### config.mk
export PLATFORM = sky130hd
export DESIGN_NAME = kmss_window_ctl
export DESIGN_NICKNAME = d
export VERILOG_FILES = /design/src/kmss_pkg.sv /design/src/kmss_window_ctl.sv
export SDC_FILE = /design/constraint.sdc
export NUM_CORES = 1
export LEC_CHECK = 0
export ABC_AREA = 1
export ABC_CLOCK_PERIOD_IN_PS = 7600
export BUFFER_PORTS_ARGS = -buffer_cell sky130_fd_sc_hd__buf_4
export CORE_MARGIN = 4
export CORE_UTILIZATION = 50
export CTS_CLUSTER_DIAMETER = 30
export CTS_CLUSTER_SIZE = 14
export DETAILED_ROUTE_END_ITERATION = 12
export GPL_TIMING_DRIVEN = 0
export PLACE_DENSITY = 0.83
export SYNTH_ARGS = -nofsm -noshare
export SYNTH_HDL_FRONTEND = slang
export SYNTH_SLANG_ARGS = --single-unit
### constraint.sdc
create_clock -name clock -period 7.6 [get_ports clock]
set_input_delay 1.52 -clock clock [delete_from_list [all_inputs] [get_ports clock]]
set_output_delay 1.52 -clock clock [all_outputs]
set_load 0.01 [all_outputs]
### src/kmss_pkg.sv
// ----------------------------------------------------------------------------
// kmss_pkg: shared types and constants of the k-mer segment scorer
// Beat formats, field widths and the control word passed between stages.
// ----------------------------------------------------------------------------
`default_nettype none

package kmss_pkg;

   localparam int CODE_W   = 3;
   localparam int INDEX_W  = 13;
   localparam int WEIGHT_W = 32;
   localparam int SCORE_W  = 48;
   localparam int COUNT_W  = 20;
   localparam int CFG_W    = 3;

   // Window length after reset.
   localparam int CFG_RESET = 3;

   localparam logic              REQ_LOAD = 1'b0;
   localparam logic              REQ_BASE = 1'b1;
   localparam logic [CODE_W-1:0] BASE_N   = 3'd4;

   typedef struct packed {
      logic                       req_type;
      logic [CODE_W-1:0]          base_code;
      logic                       segment_first;
      logic                       segment_last;
      logic [INDEX_W-1:0]         table_index;
      logic signed [WEIGHT_W-1:0] table_weight;
   } req_beat_type;

   typedef struct packed {
      logic signed [SCORE_W-1:0] segment_score;
      logic [COUNT_W-1:0]        windows_scored;
      logic                      score_saturated;
   } rsp_beat_type;

   // Per-base control word handed from the window tracker to the accumulator.
   typedef struct packed {
      logic clean;       // the window after this base holds no N
      logic start_term;  // first clean window of the segment
      logic seg_first;
      logic seg_last;
      logic win_ok;      // window entry lies inside the table
      logic start_ok;    // prefix entry lies inside the table
   } s1_ctl_type;

endpackage

`default_nettype wire

### src/kmss_window_ctl.sv
// ----------------------------------------------------------------------------
// kmss_window_ctl: base window tracker
// Shifts bases into the window, counts down to a clean window and forms the
// two table addresses for each base beat.
// ----------------------------------------------------------------------------
`default_nettype none

module kmss_window_ctl #(
   parameter int MAX_WINDOW  = 6,
   parameter int TABLE_DEPTH = 5120,
   parameter int AW          = 13,
   parameter int CD_W        = 3
) (
   input  wire logic                            clock,
   input  wire logic                            reset,
   input  wire logic                            issue,
   input  wire logic [kmss_pkg::CODE_W-1:0]     base_code,
   input  wire logic                            seg_first,
   input  wire logic                            seg_last,
   input  wire logic [CD_W-1:0]                 k_len,
   output kmss_pkg::s1_ctl_type                 ctl,
   output logic [AW-1:0]                        win_addr,
   output logic [AW-1:0]                        start_addr
);

   localparam int WW      = 2 * MAX_WINDOW;
   localparam int K_RESET = (kmss_pkg::CFG_RESET > MAX_WINDOW) ? MAX_WINDOW
                                                                : kmss_pkg::CFG_RESET;

   logic [WW-1:0]   win_ff, win_in, win_src, win_next, win_mask;
   logic [CD_W-1:0] cd_ff, cd_in, cd_src, cd_min, cd_next;
   logic            done_ff, done_in, done_src;
   logic            clean;
   logic [31:0]     span, win_idx, start_idx;

   always_comb begin
      win_mask = '0;
      for (int i = 0; i < MAX_WINDOW; i++) begin
         win_mask[2*i +: 2] = (CD_W'(i) < k_len) ? 2'b11 : 2'b00;
      end
   end

   always_comb begin
      win_src  = seg_first ? '0 : win_ff;
      cd_src   = seg_first ? k_len : cd_ff;
      done_src = seg_first ? 1'b0 : done_ff;
      cd_min   = (cd_src > k_len) ? k_len : cd_src;
      if (base_code >= kmss_pkg::BASE_N) begin
         win_next = win_src;
         cd_next  = k_len;
         clean    = 1'b0;
      end else begin
         win_next = ((win_src << 2) | WW'(base_code[1:0])) & win_mask;
         cd_next  = (cd_min == '0) ? '0 : cd_min - CD_W'(1);
         clean    = (cd_next == '0);
      end
   end

   always_comb begin
      span       = 32'd1 << (2 * k_len);
      win_idx    = 32'(win_next);
      start_idx  = span + 32'(win_next >> 2);
      win_addr   = win_idx[AW-1:0];
      start_addr = start_idx[AW-1:0];

      ctl.clean      = clean;
      ctl.start_term = clean & ~done_src;
      ctl.seg_first  = seg_first;
      ctl.seg_last   = seg_last;
      ctl.win_ok     = win_idx < 32'(TABLE_DEPTH);
      ctl.start_ok   = start_idx < 32'(TABLE_DEPTH);
   end

   // The emission at the last base clears the window for the next segment.
   always_comb begin
      win_in  = win_ff;
      cd_in   = cd_ff;
      done_in = done_ff;
      if (issue) begin
         if (seg_last) begin
            win_in  = '0;
            cd_in   = k_len;
            done_in = 1'b0;
         end else begin
            win_in  = win_next;
            cd_in   = cd_next;
            done_in = done_src | clean;
         end
      end
   end

   always_ff @(posedge clock) begin
      if (reset) begin
         win_ff  <= '0;
         cd_ff   <= CD_W'(K_RESET);
         done_ff <= 1'b0;
      end else begin
         win_ff  <= win_in;
         cd_ff   <= cd_in;
         done_ff <= done_in;
      end
   end

endmodule

`default_nettype wire

# After elaboration in Yosys (flattened, before gate mapping)
# Index checks and enable logic that the tools add are counted.
# word_totals
out_inout_bits	32
word_cells	39
regBits	16
inputBits	11
# classes
mux	17
order_cmp	9
n_reduce_logical	2
shift	1
add_sub_neg	2
bitwise	5
# op_table
op	count
2-to-1 mux 12 bit	3
adder 32 x 10 -> 32 bit	1
< comparator 32 x 13 -> 1 bit, second input constant	1
<< shifter 1 x 4 -> 32 bit, first input constant	1
2-to-1 mux 3 bit	5
bitwise AND 12 bit	1
2-to-1 mux 2 bit	6
bitwise OR 12 x 2 -> 12 bit	1
logical NOT 3 bit	2
< comparator 1 x 3 -> 1 bit, first input constant	2
< comparator 2 x 3 -> 1 bit, first input constant	2
< comparator 3 bit, first input constant	2
greater-or-equal comparator 3 bit, second input constant	1
greater-than comparator 3 bit	1
2-to-1 mux 1 bit	3
subtractor 3 x 1 -> 3 bit, second input constant	1
bitwise AND 1 bit	1
NOT 1 bit	1
bitwise OR 1 bit	1

# Depth between registers and ports, before layout
# logic_depth
word_depth	9
ltp_mapped	16
depth_no_buf	15

# Worst setup path before layout
# OpenSTA, ideal clock, no wires.
# synth_path
path_kind	input to output
start	in base_code[2] (netlist name)
end	out start_addr[10]
slack_ns	2.613
stages	15
t_arrival_ns	3.467
t_required_ns	6.080
cell_sequence	buf_6 > inv_4 > buf_2 > nand2_1 > o21ai_0 > ha_1 > ha_1 > a21oi_1 > a21oi_1 > nand3_1 > nand2_1 > nand3_2 > nand2_1 > nand2_1 > nand2_1
# synth_via
elab_chain_cells	3
# synth_rtl
element	line	source
start: declaration	kmss_window_ctl.sv:17	input wire logic [kmss_pkg::CODE_W-1:0] base_code,
greater-or-equal comparator 3 bit	kmss_window_ctl.sv:48	if (base_code >= kmss_pkg::BASE_N) begin
2-to-1 mux 12 bit	kmss_window_ctl.sv:48	
via win_addr[2]	kmss_window_ctl.sv:22	output logic [AW-1:0] win_addr,
adder 32 x 10 -> 32 bit	kmss_window_ctl.sv:62	start_idx = span + 32'(win_next >> 2);
end: declaration	kmss_window_ctl.sv:23	output logic [AW-1:0] start_addr
# The timed path passes the listed nets, and every way through them passes these cells.

# Worst setup path after layout
# layout_path
start	in k_len[1]
end	out start_addr[10]
# layout_via
elab_chain_cells	5
# layout_rtl
element	line	source
start: declaration	kmss_window_ctl.sv:20	input wire logic [CD_W-1:0] k_len,
< comparator 1 x 3 -> 1 bit (tied with other cells)	kmss_window_ctl.sv:39	win_mask[2*i +: 2] = (CD_W'(i) < k_len) ? 2'b11 : 2'b00;
2-to-1 mux 2 bit	kmss_window_ctl.sv:39	
bitwise AND 12 bit	kmss_window_ctl.sv:53	win_next = ((win_src << 2) | WW'(base_code[1:0])) & win_mask;
2-to-1 mux 12 bit	kmss_window_ctl.sv:48	
adder 32 x 10 -> 32 bit *	kmss_window_ctl.sv:62	
# Every way passes the cells marked *; elsewhere a longest branch is shown, timed or not.

==> flow_summary.toml <==
[logic_synthesis]
synth_top_cell_by_area = "dfxtp_1"
postSynthNetCount = 290
yosys.cell_types.count = 36
netlist_area_pre_place_mm2 = 0.001707
count_of_state_elements_after_synthesis = 16
synth_warnings = 0
synth.cells.most_frequent = "nand2_1 (85), nand3_1 (26), a21oi_1 (25)"
synth_edf_count = 0
synth-main-ff-cell = "dfxtp_1"
synthArstFlopShare_pct = 0
synthesis.instances = 270
post_synth.cell_area_avg_um2 = 6.321
synth_most_common_cell = "nand2_1"
netlist.area_leader.share_pct = 18.77
post_synth_main_area_contributors = "dfxtp_1 (19%), nand2_1 (19%), nand3_1 (7.6%), a21oi_1 (7.3%), ha_1 (6.6%)"
synth_seq_area_share_pct = 18.77

[detailed_routing]
dr_total_vias = 1855
drt.antenna.violating_nets = 0
routedWlPerCell_um = 12.50
detailedRoute.firstPassIterationCount = 4
routed_via_density = 5.225
drc = 0
initialDrtViolationCount = 80
routed_wl_um = 4438

[clock_network]
hold_buffers = 0
insertion_delay_ps = 290
cts_post_setup_buffers_inserted = 0
cts.root.buffer_cell = "clkbuf_4"
cts_resized = 0
numCtsBuffers = 3
cts_tree = "yes"
clock_sinks = 16
ctsLongestPathBuffers = 2
ctsHtreeMaxLevel = 1
cts.clk_slew.worst_paths_ps = 90

[final_layout]
final_layout_size_suffix_gt1_share_pct = 27.65
diodes = 0
syn_to_final_growth_pct = 21.63
final_design_area_no_fill_mm2 = 0.002076
num-nets-final = 332
num-fill-cells = 330
instances_no_fill = 355

[placement]
placedInstanceArea_mm2 = 0.002039
place.detailed.hpwl_um = 3589
dp_worst_setup_slack_ps = 2387
globalplace.congestion = 0.8909
numPlacedInstances = 351
port-buffer-count = 37

[hold_path]
holdCritPathClass = "register to register"
cell_depth_of_the_worst_min_delay_path = 2

[floorplan]
rows = 20
initial_utilization_pct = 54.13
die_span_in_x_um = 66.43
total_core_area_mm2 = 0.003153
top_level_ports = 43
die_height_um = 66.43
floorplan_die_area_mm2 = 0.004412

[timing]
worst_pin_slew_ps = 533.8
setup-violations-final = 0
min_period_ps = 5246
fmaxAchievable_mhz = 190.6
final.setup_skew_ps = 4.580
postLayoutSetupSlackWorst_ps = 2354
min_period_over_period_pct = 69.03
slew-limit-headroom_pct = 64.04
timing.final.hold_violations = 0
grt_setup_unrepaired = "no"
tns_ps = 0
final_max_slew_viols = 0

[critical_path]
cp_max_fo = 10
worstPathArrival_ps = 3730
critPathLaunchType = "input port"
worst-endpoint-required_ps = 6080
end_kind = "output pin"
r2r_cells = 12
timing.setup.critical_path_class = "input port to output pin"

[power]
peakVddDrop_v = 0.00007775
leakage_component_of_the_power_nw = 1.018
cellPowerDensity_mw_per_mm2 = 103.1

[run]
max-cap-violations = 0

[grt]
grt.total_usage_pct = 21.55
grt_pass1_wl_um = 7514
initial_antenna_violation_count = 0
number_of_global_route_vias_before_repair = 1708
grt_remaining_overflow = 0
grt_max_degree = 11

[run_status]
run_status = "finished, final reports clean"
[worst max-delay path: stages]
cell,delay (ps)
buf_2,210
nor2_1,130
inv_1,120
nand2_1,80
o21ai_0,330
ha_1,320
ha_1,220
a21oi_1,100
a21oi_1,130
nand3_1,90
nand2_1,120
nand3_2,100
nand2_1,70
nand2_1,50
nand2_1,50
buf_4,110
[metrics by stage]
step	hold slack [ps]	utilization [%]	total power [mW]
after floorplan	428.1	-	0.1359
after global placement	444.8	64.68	0.1564
after detailed placement	454.3	64.68	0.1578
after CTS	473.7	65.83	0.2154
after global routing	495.4	65.83	0.2270
final	469.7	65.83	0.2140
[path summary, 6_finish.rpt]
check | from | to | slack, ps
worst min register to register | win_ff[0] | win_ff[0] | 470
worst max register to register | cd_ff[2] | done_ff | 5530
worst max-delay path | k_len[1] | start_addr[10] | 2350
worst min-delay path | win_ff[0] | win_ff[0] | 470
[cells in the final DEF, fill, tap and decap left out, types with 3 or more instances in the layout]
cell type	n
a21oi_1	25
buf_2	4
buf_4	42
clkbuf_4	3
clkinv_1	3
dfxtp_1	16
ha_1	9
inv_1	20
nand2_1	85
nand2_2	7
nand2_4	5
nand3_1	26
nand3_2	3
nand4_1	3
nor2_1	13
nor2_2	4
nor2_4	4
nor3_1	3
o21ai_0	7
o21bai_1	3
xor2_1	4
[cells by family after synthesis]
logic type      share of synthesized area [%]
compound gates                          14.74
simple gates                            44.87
fa+ha+maj                               6.598
buf+inv                                 12.54
other cells                            0.4400
xor+xnor                                2.053
flops                                   18.77
[area by class of cell]
| cell class | count | area (µm²) | area share, % |
|---|---|---|---|
| Clock buffer | 4 | 36.28 | 1.748 |
| Timing Repair Buffer | 37 | 277.8 | 13.38 |
| Multi-Input combinational cell | 213 | 1172 | 56.48 |
| Buffer | 14 | 102.6 | 4.943 |
| Inverter | 27 | 111.4 | 5.365 |
| Sequential cell | 16 | 320.3 | 15.43 |
| Tap cell | 44 | 55.05 | 2.652 |
[sequential cells by signal, summed over array words and instances (netlist names)]
register  count
cd_ff         3
win_ff       12
done_ff       1
[routing by layer]
metal	track usage [%]	vias up	wire length (µm)
met3	2.211	4	266
met2	36.93	58	2141
met1	28.28	841	2004
met4	6.091	0	25
met5	0	-	0
li1	-	952	-
[where the power goes]
group          internal (mW)  leakage, nW  switching [mW]
combinational         0.0264        0.867          0.0432
sequential            0.0856        0.130         0.00101
clock                 0.0292       0.0210          0.0285
Power figures use the tool's default switching activity.
