==> config.mk <==
export PLATFORM = sky130hd
export DESIGN_NAME = kmss_accum
export DESIGN_NICKNAME = d
export VERILOG_FILES = /design/src/kmss_pkg.sv /design/src/kmss_accum.sv
export SDC_FILE = /design/constraint.sdc
export NUM_CORES = 1
export LEC_CHECK = 0
export BUFFER_PORTS_ARGS = -buffer_cell sky130_fd_sc_hd__buf_4
export CAP_MARGIN = 10
export CORE_UTILIZATION = 28
export DETAILED_ROUTE_END_ITERATION = 16
export GPL_ROUTABILITY_DRIVEN = 0
export PLACE_DENSITY = 0.52
export SLEW_MARGIN = 20
export SYNTH_ARGS = -nofsm -noshare
export SYNTH_HDL_FRONTEND = slang
export SYNTH_SLANG_ARGS = --single-unit
==> constraint.sdc <==
create_clock -name clock -period 11.5 [get_ports clock]
set_input_delay 1.15 -clock clock [delete_from_list [all_inputs] [get_ports clock]]
set_output_delay 1.15 -clock clock [all_outputs]
set_load 0.01 [all_outputs]
==> src/kmss_pkg.sv <==
// ----------------------------------------------------------------------------
// kmss_pkg: shared types and constants of the k-mer segment scorer
// Beat formats, field widths and the control word passed between stages.
// ----------------------------------------------------------------------------
`default_nettype none

package kmss_pkg;

   localparam int CODE_W   = 3;
   localparam int INDEX_W  = 13;
   localparam int WEIGHT_W = 32;
   localparam int SCORE_W  = 48;
   localparam int COUNT_W  = 20;
   localparam int CFG_W    = 3;

   // Window length after reset.
   localparam int CFG_RESET = 3;

   localparam logic              REQ_LOAD = 1'b0;
   localparam logic              REQ_BASE = 1'b1;
   localparam logic [CODE_W-1:0] BASE_N   = 3'd4;

   typedef struct packed {
      logic                       req_type;
      logic [CODE_W-1:0]          base_code;
      logic                       segment_first;
      logic                       segment_last;
      logic [INDEX_W-1:0]         table_index;
      logic signed [WEIGHT_W-1:0] table_weight;
   } req_beat_type;

   typedef struct packed {
      logic signed [SCORE_W-1:0] segment_score;
      logic [COUNT_W-1:0]        windows_scored;
      logic                      score_saturated;
   } rsp_beat_type;

   // Per-base control word handed from the window tracker to the accumulator.
   typedef struct packed {
      logic clean;       // the window after this base holds no N
      logic start_term;  // first clean window of the segment
      logic seg_first;
      logic seg_last;
      logic win_ok;      // window entry lies inside the table
      logic start_ok;    // prefix entry lies inside the table
   } s1_ctl_type;

endpackage

`default_nettype wire

==> src/kmss_accum.sv <==
// ----------------------------------------------------------------------------
// kmss_accum: score accumulator and result register
// Adds the weights read for each base, saturates, counts windows and holds
// the result beat until it is taken.
// ----------------------------------------------------------------------------
`default_nettype none

module kmss_accum (
   input  wire logic                                  clock,
   input  wire logic                                  reset,
   input  wire logic                                  issue,
   input  wire kmss_pkg::s1_ctl_type                  ctl_new,
   input  wire logic signed [kmss_pkg::WEIGHT_W-1:0]  win_weight,
   input  wire logic signed [kmss_pkg::WEIGHT_W-1:0]  start_weight,
   input  wire logic                                  rsp_stall,
   output logic                                       rsp_valid,
   output kmss_pkg::rsp_beat_type                     rsp_beat,
   output logic                                       hold
);

   localparam int SW = kmss_pkg::SCORE_W;
   localparam int WTW = kmss_pkg::WEIGHT_W;

   logic                    s1_valid_ff, s1_valid_in;
   kmss_pkg::s1_ctl_type    s1_ctl_ff;
   logic signed [SW-1:0]    acc_ff, acc_in, acc_base, acc_sum, addend_a;
   logic [kmss_pkg::COUNT_W-1:0] cnt_ff, cnt_in, cnt_base, cnt_sum;
   logic                    sat_ff, sat_in, sat_base, sat_sum;
   logic signed [SW:0]      sum_wide;
   logic signed [WTW-1:0]   w_win, w_start;
   logic                    out_free, advance, emit;
   logic                    rsp_valid_ff, rsp_valid_in;
   kmss_pkg::rsp_beat_type  rsp_beat_ff;

   assign out_free = ~rsp_valid_ff | ~rsp_stall;
   assign advance  = s1_valid_ff & (~s1_ctl_ff.seg_last | out_free);
   assign emit     = advance & s1_ctl_ff.seg_last;
   assign hold     = s1_valid_ff & ~advance;

   // The start term only ever meets an empty accumulator, so the first clean
   // window adds start and window weights directly without any clamping risk.
   always_comb begin
      acc_base = s1_ctl_ff.seg_first ? '0 : acc_ff;
      cnt_base = s1_ctl_ff.seg_first ? '0 : cnt_ff;
      sat_base = s1_ctl_ff.seg_first ? 1'b0 : sat_ff;
      w_win    = s1_ctl_ff.win_ok ? win_weight : '0;
      w_start  = s1_ctl_ff.start_ok ? start_weight : '0;
      addend_a = s1_ctl_ff.start_term ? SW'(w_start) : acc_base;
      sum_wide = (SW+1)'(addend_a) + (SW+1)'(w_win);
      if (sum_wide[SW] != sum_wide[SW-1]) begin
         acc_sum = sum_wide[SW] ? {1'b1, {(SW-1){1'b0}}} : {1'b0, {(SW-1){1'b1}}};
         sat_sum = 1'b1;
      end else begin
         acc_sum = sum_wide[SW-1:0];
         sat_sum = sat_base;
      end
      cnt_sum = cnt_base + kmss_pkg::COUNT_W'(cnt_base != '1);
   end

   always_comb begin
      acc_in = acc_ff;
      cnt_in = cnt_ff;
      sat_in = sat_ff;
      if (advance) begin
         if (s1_ctl_ff.seg_last) begin
            acc_in = '0;
            cnt_in = '0;
            sat_in = 1'b0;
         end else if (s1_ctl_ff.clean) begin
            acc_in = acc_sum;
            cnt_in = cnt_sum;
            sat_in = sat_sum;
         end else begin
            acc_in = acc_base;
            cnt_in = cnt_base;
            sat_in = sat_base;
         end
      end
   end

   assign s1_valid_in = issue | hold;

   always_comb begin
      if (emit) begin
         rsp_valid_in = 1'b1;
      end else if (~rsp_stall) begin
         rsp_valid_in = 1'b0;
      end else begin
         rsp_valid_in = rsp_valid_ff;
      end
   end

   always_ff @(posedge clock) begin
      if (reset) begin
         s1_valid_ff  <= 1'b0;
         rsp_valid_ff <= 1'b0;
         acc_ff       <= '0;
         cnt_ff       <= '0;
         sat_ff       <= 1'b0;
      end else begin
         s1_valid_ff  <= s1_valid_in;
         rsp_valid_ff <= rsp_valid_in;
         acc_ff       <= acc_in;
         cnt_ff       <= cnt_in;
         sat_ff       <= sat_in;
      end
   end

   always_ff @(posedge clock) begin
      if (issue) begin
         s1_ctl_ff <= ctl_new;
      end
      if (emit) begin
         rsp_beat_ff.segment_score   <= s1_ctl_ff.clean ? acc_sum : acc_base;
         rsp_beat_ff.windows_scored  <= s1_ctl_ff.clean ? cnt_sum : cnt_base;
         rsp_beat_ff.score_saturated <= s1_ctl_ff.clean ? sat_sum : sat_base;
      end
   end

   assign rsp_valid = rsp_valid_ff;
   assign rsp_beat  = rsp_beat_ff;

   a_no_issue_on_hold: assert property (@(posedge clock) disable iff (reset)
      (issue && s1_valid_ff) |-> advance)
      else $error("new base issued while the accumulate stage is held");

   a_hold_keeps_stage: assert property (@(posedge clock) disable iff (reset)
      hold |=> (s1_valid_ff && $stable(s1_ctl_ff)))
      else $error("held accumulate stage lost its beat");

   a_clear_after_emit: assert property (@(posedge clock) disable iff (reset)
      emit |=> (acc_ff == '0 && cnt_ff == '0 && !sat_ff))
      else $error("segment state not cleared after a result");

   a_empty_segment_zero: assert property (@(posedge clock) disable iff (reset)
      (rsp_valid_ff && rsp_beat_ff.windows_scored == '0) |->
         (rsp_beat_ff.segment_score == '0 && !rsp_beat_ff.score_saturated))
      else $error("segment without windows reports a nonzero score");

endmodule

`default_nettype wire

; ---- Yosys cells after proc, flatten, opt, wreduce, memory -nomap -nowiden
; Index checks and enable logic that the tools add are counted.
[op_classes]
reduce_logical = 0
magnitude_cmp = 0
n_eq_ne = 3
multipliers = 0
bitwise = 10
n_div = 0
n_shift = 0
addsub = 2
mux = 17
[op_table]
columns = operator, count
row1 = two-way mux 48 bit, 6
row2 = two-way mux 32 bit, 2
row3 = two-way mux 20 bit, 3
row4 = adder 48 x 32 -> 49 bit, 1
row5 = adder 20 x 1 -> 20 bit, 1
row6 = "!= test 20 bit, second input constant", 1
row7 = two-way mux 1 bit, 6
row8 = NOT 1 bit, 4
row9 = AND 1 bit, 3
row10 = bitwise OR 1 bit, 3
row11 = "!= test 2 x 1 -> 1 bit, second input constant", 1
row12 = != test 1 bit, 1
[totals]
input_bits = 74
mem_bits_ro = 0
latch_bits = 0
ff_bits = 146
ramBits = 0
out_inout_bits = 71
wordCells = 46
mem_count = 0

; ---- Depth between registers and ports, before layout
; Gate-level depths: netlist of the first run.
[depth]
ltp_word = 7
ltp_mapped = 19
depth_no_buf = 13

; ---- Worst setup path before layout of the first run
; Ideal clock, no wire load.
[synth_path]
path_type = input to register
startpoint = in rsp_stall
endpoint = reg rsp_beat_ff (netlist bit rsp_beat[0]) (enable)
slack_ns = 6.534
n_path_buf = 1
required_time_ns = 11.002
setup_time_ns = 0.498
cell_stages = 4
arrival_ns = 4.467
path_cell_list = nand3_1 -> nand2_1 -> clkbuf_1 -> nor2_1
[synth_between]
elab_chain_len = 5
[synth_lines]
columns = element, line
row1 = start: declaration, kmss_accum.sv:15  ; input wire logic rsp_stall,
row2 = NOT 1 bit, -
row3 = bitwise OR 1 bit, kmss_accum.sv:35  ; assign out_free = ~rsp_valid_ff | ~rsp_stall;
row4 = bitwise OR 1 bit, kmss_accum.sv:36  ; assign advance = s1_valid_ff & (~s1_ctl_ff.seg_last | out_free);
row5 = AND 1 bit, kmss_accum.sv:36
row6 = AND 1 bit, kmss_accum.sv:37  ; assign emit = advance & s1_ctl_ff.seg_last;
row7 = named net emit, kmss_accum.sv:31  ; logic out_free, advance, emit;
row8 = end: declaration, kmss_accum.sv:33  ; kmss_pkg::rsp_beat_type rsp_beat_ff;
; The timed path passes the listed nets, and every way through them passes these cells.
; A chain may end at the register's enable or synchronous reset.

; ---- Final worst setup path of the first run
[layout_path]
startpoint = reg s1_ctl_ff[1] (netlist name)
endpoint = reg rsp_beat_ff (netlist bit rsp_beat[58]) (data pin)
[layout_between]
elab_chain_len = 5
elab_cells_between_ends = 6
classes_between = 1 x add/sub / 1 x eq/ne / 4 x mux
[layout_lines]
columns = element, line
row1 = start: declaration, kmss_accum.sv:25  ; kmss_pkg::s1_ctl_type s1_ctl_ff;
row2 = start signal: assignment, kmss_accum.sv:111  ; s1_ctl_ff <= ctl_new;
row3 = two-way mux 32 bit *, kmss_accum.sv:46  ; w_win = s1_ctl_ff.win_ok ? win_weight : '0;
row4 = adder 48 x 32 -> 49 bit *, kmss_accum.sv:49  ; sum_wide = (SW+1)'(addend_a) + (SW+1)'(w_win);
row5 = two-way mux 48 bit or != test 1 bit (tied branches), "kmss_accum.sv:51, kmss_accum.sv:50"
row6 = two-way mux 48 bit *, kmss_accum.sv:50  ; if (sum_wide[SW] != sum_wide[SW-1]) begin
row7 = two-way mux 48 bit *, kmss_accum.sv:114  ; rsp_beat_ff.segment_score <= s1_ctl_ff.clean ? acc_sum : acc_base;
; Every way passes the cells marked *; elsewhere a longest branch is shown, timed or not.

==> flow_metrics.tcl, run 1 <==
set metrics [dict create \
    hp-start "sat_ff" \
    synth.distinct_cells 72 \
    num-nets-final 1317 \
    clock_latency_ps 440 \
    ys_ff_latch 146 \
    cts_sinks 146 \
    p_switching_w 0.0005026 \
    yosys-top-cells-area "edfxtp_1, dfxtp_1, ha_1" \
    drc 0 \
    powerDensity_mw_per_mm2 127.8 \
    ys_seq_area_share_pct 37.75 \
    r2r_start "s1_ctl_ff[1]" \
    cts_resized 0 \
    synth_edf_count 75 \
    busiest_layer "met2" \
    clock_power_share_pct 37.2 \
    wl_per_cell_um 19.00 \
    netlist_instances 1094 \
    drtIter0Drc 672 \
    power_w 0.001504 \
    overflow 0 \
    wirelength_mm 31.41 \
    hpwl_mm 22.41 \
    hold_path_end "sat_ff" \
    timing.final.ws_setup_ps 6114 \
    final_antenna_net_count 0 \
    cts_hold_buffers 0 \
    synthesis.nets 1219 \
    critPathMaxFanout 32 \
    coreArea_mm2 0.03387 \
    worstHoldPathType "flip-flop to flip-flop" \
    fill_cells 3571 \
    vdd_ir_drop_max_v 0.00009919 \
    worstMarginPinSlew_ps 1006 \
    track_usage_pct 17.77 \
    crit_path_end_kind "flip-flop" \
    fin_setup_tns_ps 0 \
    reg2reg_depth 12 \
    cts_root_buffer "clkbuf_16" \
    synth-warning-count 0 \
    vias_per_cell 5.340 \
    status "finished clean" \
    grt_pass1_vias 8696 \
    drive_gt1_share_pct 18.09 \
    die-area_mm2 0.03551 \
    crit_required_ps 11680 \
    layout_commonest_cell "buf_4" \
    num_io_pins 145 \
    p_leak_nw 4.834 \
    antenna_found_initial 0 \
    diodes 0 \
    path_class "flip-flop to flip-flop" \
    dpl_worst_slack_ps 5935 \
    cap_violations 0 \
    swShare_pct 33.41 \
    die-height_um 188.4 \
    fin_skew_ps 15.45 \
    clk_path_buf_depth 2 \
    synth_top_cell_area_share_pct 23.14 \
    hold_depth 2 \
    port_buffers 144 \
    clk_pin_slew_ps 70 \
    r2r-end "rsp_beat[58]" \
    grt_use_met1_pct 24.31 \
    fin_crit_sh_pct 46.84 \
    met2_usage_pct 29.08 \
    rows 67 \
    setup_viol 0 \
    cts_buffers 17 \
    grt_max_degree 62 \
    synth-async-reset-ratio_pct 0 \
    synth_top_area_cell "edfxtp_1" \
    combPwrFrac_pct 23.8 \
    synth_area_mm2 0.009732 \
    postCtsSetupBuffers 0 \
    pwr-share-seq_pct 39.0 \
    cts_tree "yes" \
    startpoint_type "flip-flop" \
    r2r_slack_ps 6110 \
    layout_common_cells "buf_4, nand2_1, a21oi_1" \
    initial_core_util_pct 28.74 \
    avgSynthCellArea_um2 8.896 \
    vias 8827 \
    min_period_ps 5386 \
    use_met3_pct 2.794 \
    first_pass_iters 5 \
    intPower_w 0.001002 \
    maxSlewViolCount 0 \
    cp.arrival_ps 5560 \
    ys.flop_type "edfxtp_1" \
    areaGrowthSynthToFinish_pct 20.96 \
    dieWidth_um 188.4 \
    rsz0062_at_grt "no" \
    grt_first_pass_wirelength_mm 49.40 \
    hold_viol 0 \
    relSlewSlack_pct 32.80 \
    ctsHtreeMaxLevel 4 \
    max_freq_mhz 185.7 \
]
-- cell type report --
type | instances | area (µm²) | share of cell area, %
tap | 448 | 560.5 | 4.762
multi-input combinational | 854 | 5709 | 48.50
clock inverter | 15 | 160.2 | 1.361
sequential | 146 | 3674 | 31.21
inverter | 15 | 56.30 | 0.4783
timing repair buffer | 158 | 1186 | 10.08
clock buffer | 17 | 425.4 | 3.614
-- logic make-up (layout without fill, tap and decap cells) --
logic type	after synthesis	after routing	share of synthesized area [%]
AOI/OAI and AO/OA	373	373	27.04
xor gates and xnor gates	55	55	4.950
adders and majority gates	51	51	6.634
buffers and inverters	94	205	4.063
DFF	146	146	37.75
muxes	5	5	0.5528
and+or+nand+nor	370	370	19.02
-- Yosys cell counts, types with 7 or more instances --
library cell and n:
a211o_1 23, a21o_1 29, a21oi_1 78, a221o_1 15, a22o_1 54, a22oi_1 18, and2_1 49, and3_1 11
buf_2 22, clkbuf_1 50, dfxtp_1 71, edfxtp_1 75, ha_1 50, inv_1 15, nand2_1 96, nand3_1 19
nand4_1 20, nor2_1 75, nor2b_1 13, nor3_1 44, nor4_1 7, o211ai_1 18, o21a_1 9, o21ai_0 50
o21ai_1 26, o21bai_1 7, or3_1 9, xnor2_1 34, xor2_1 21
-- power groups by stage --
stage	Combinational, W	Sequential (W)	Clock, W
2_1_floorplan	0.000239	0.000596	0
3_3_place_gp	0.000355	0.000599	0
3_5_place_dp	0.000355	0.000598	0
4_1_cts	0.000358	0.000587	0.000574
5_1_grt	0.000393	0.000589	0.000595
6_report	0.000358	0.000586	0.000560
-- per-layer routing --
layer	vias to the layer above	share of wire, %
li1	4307	-
met1	4252	48
met2	243	46
met5	-	0
met3	25	4.5
met4	0	1.2
-- worst max path at each step --
stage | startpoint | end | slack [ps] | cells after the start
floorplan | rsp_stall | rsp_beat[0] | 6530 | 4
detailed placement | win_weight[31] | rsp_beat[58] | 5930 | 13
CTS | s1_ctl_ff[1] | rsp_beat[58] | 6020 | 12
finish | s1_ctl_ff[1] | rsp_beat[58] | 6110 | 12
global placement | win_weight[31] | rsp_beat[55] | 6070 | 13
global route | s1_ctl_ff[1] | rsp_beat[58] | 5580 | 12
-- state kept, by name (all words and copies together), names as in the netlist --
register     flops
sat_ff           1
s1_ctl_ff        6
rsp_valid        1
acc_ff          48
rsp_beat        69
cnt_ff          20
s1_valid_ff      1
-- metrics by stage --
stage	instances	hold slack, ps	area [µm²]	util, %
floorplan	1094	436.6	9732	-
global placement	1621	451.7	11190	33.03
detailed placement	1621	452.5	11190	33.03
CTS	1653	462.0	11770	34.76
global route	1653	505.6	11770	34.76
finish	1653	462.7	11770	34.76
-- critical path, cell delays in order (launching register included) --
cell,delay (ps)
edfxtp_1,940
and2_1,730
ha_1,410
nand4_1,210
o31a_1,330
o21ai_1,90
o211ai_1,140
or3_1,360
o22a_1,320
nor3_2,520
or2_1,570
buf_4,350
o21ai_0,150
(Power assumes the default switching activity.)
==> run 2, diff against run 1 <==
- clock period: 11.5 -> 5.43 ns (I/O delays scaled with it)
==> run 2 against run 1 <==
- worst hold slack lost 170 ps
- global-route usage up 0.28 points
- sequential power grew 110%
- final area increased by 1.1%
- register-to-register slack worse by 5400 ps
- clock-buffer cell count stayed put
==> flow_metrics.tcl, run 2 (synthesis results as in run 1) <==
set metrics [dict create \
    vias_per_cell 5.352 \
    wl_met2_mm 14.58 \
    crit_required_ps 5800 \
    initial_core_util_pct 28.74 \
    wl_per_cell_um 19.16 \
    port_buffers 144 \
    vias 8933 \
    path_delay_family "compound AO/OA/AOI/OAI gates" \
    areaGrowthSynthToFinish_pct 22.28 \
    fin_crit_sh_pct 87.42 \
    cp_common_cell "buf_4" \
    timing.final.ws_setup_ps 682.8 \
    drive_gt1_share_pct 19.08 \
    fill_cells 3523 \
    fin_setup_tns_ps 0 \
    hold_slack_ps 288.9 \
    crit_path_cell_trace "buf_4 -> nor2_2 -> buf_4 -> a22o_1 -> ha_1 -> o211ai_1 -> o211ai_1 -> a31oi_1 -> o21ai_1 -> a211oi_2 -> o22a_1 -> o211ai_1 -> buf_4 -> a21oi_2 -> buf_4 -> a211o_1" \
    drtIter0Drc 692 \
    cp.arrival_ps 5120 \
    fin_skew_ps 15.55 \
    cts_resized 0 \
    cts_root_buffer "clkbuf_16" \
    startpoint_type "flip-flop" \
    grt_pass1_vias 8755 \
    grt_max_degree 58 \
    grt_first_pass_wirelength_mm 50.13 \
    critPathBufInv 4 \
    clock_latency_ps 440 \
    met1Wirelength_mm 15.01 \
    layout_commonest_cell "buf_4" \
    overflow 0 \
    layout_common_cells "buf_4, nand2_1, a21oi_1" \
    min_period_ps 4747 \
    powerDensity_mw_per_mm2 271.6 \
    p_leak_nw 4.927 \
    dpl_worst_slack_ps 724.5 \
    relSlewSlack_pct 37.65 \
    drc 0 \
    cts_sinks 146 \
    wl_met3_mm 1.711 \
    hold_viol 0 \
    max_stage_delay_ps 440 \
    num-nets-final 1333 \
    largest_reg_flops 69 \
    die-area_mm2 0.03551 \
    worstHoldPathType "input pin to flip-flop" \
    worstMarginPinSlew_ps 929.0 \
    dieWidth_um 188.4 \
    hpwl_mm 23.21 \
    die-height_um 188.4 \
    rows 67 \
    cts_buffers 17 \
    ctsHtreeMaxLevel 4 \
    placed_area_mm2 0.01129 \
    postCtsSetupBuffers 0 \
    clk_path_buf_depth 2 \
    antenna_found_initial 0 \
    clk_pin_slew_ps 70 \
    num_io_pins 145 \
    rsz0062_at_grt "no" \
    track_usage_pct 18.05 \
    path_class "flip-flop to flip-flop" \
    coreArea_mm2 0.03387 \
    cts_hold_buffers 0 \
    maxSlewViolCount 0 \
    cts_tree "yes" \
    finalInstanceArea_mm2 0.01190 \
    cap_violations 0 \
    first_pass_iters 5 \
    setup_viol 0 \
    highest_layer "met4" \
    status "finished clean" \
    critPathMaxFanout 29 \
    crit_path_end_kind "flip-flop" \
    final_antenna_net_count 0 \
    vdd_ir_drop_max_v 0.0002344 \
    max_freq_mhz 210.7 \
    crit_slowest_cell "o22a_1" \
    diodes 0 \
    wirelength_mm 31.99 \
]
[run 2: final timing paths]
kind / startpoint / to / slack, ps / cells after the start
worst min register to register: sat_ff / sat_ff / 470 / 2
worst min-delay path: ctl_new[2] / s1_ctl_ff[2] / 290 / 1
worst max register to register: s1_ctl_ff[4] / acc_ff[39] / 680 / 16
worst max-delay path: s1_ctl_ff[4] / acc_ff[39] / 680 / 16
[run 2: metal layers]
layer | GRT usage, % | vias to the layer above
met4 | 5.397 | 0
met5 | 0 | -
li1 | - | 4351
met1 | 25.06 | 4273
met3 | 2.775 | 36
met2 | 28.73 | 273
[run 2: power by group]
part	switching, W	internal [W]	total (W)
clock	0.000594	0.000625	0.00122
sequential	0.0000236	0.00121	0.00123
combinational	0.000476	0.000303	0.000779
[run 2: layout make-up]
class	count	area (µm²)	share of cell area [%]
multi-input combinational	854	5695	47.86
tap	448	560.5	4.710
inverter	15	56.30	0.4731
sequential	146	3674	30.87
clock inverter	15	182.7	1.535
clock buffer	17	425.4	3.575
timing repair buffer	174	1306	10.98
[run 2: stage by stage]
step	cells	utilization, %	power [W]
3_3_place_gp	1637	33.34	0.002033
2_1_floorplan	1094	-	0.001768
4_1_cts	1669	35.14	0.003255
5_1_grt	1669	35.14	0.003382
6_report	1669	35.14	0.003232
3_5_place_dp	1637	33.34	0.002034
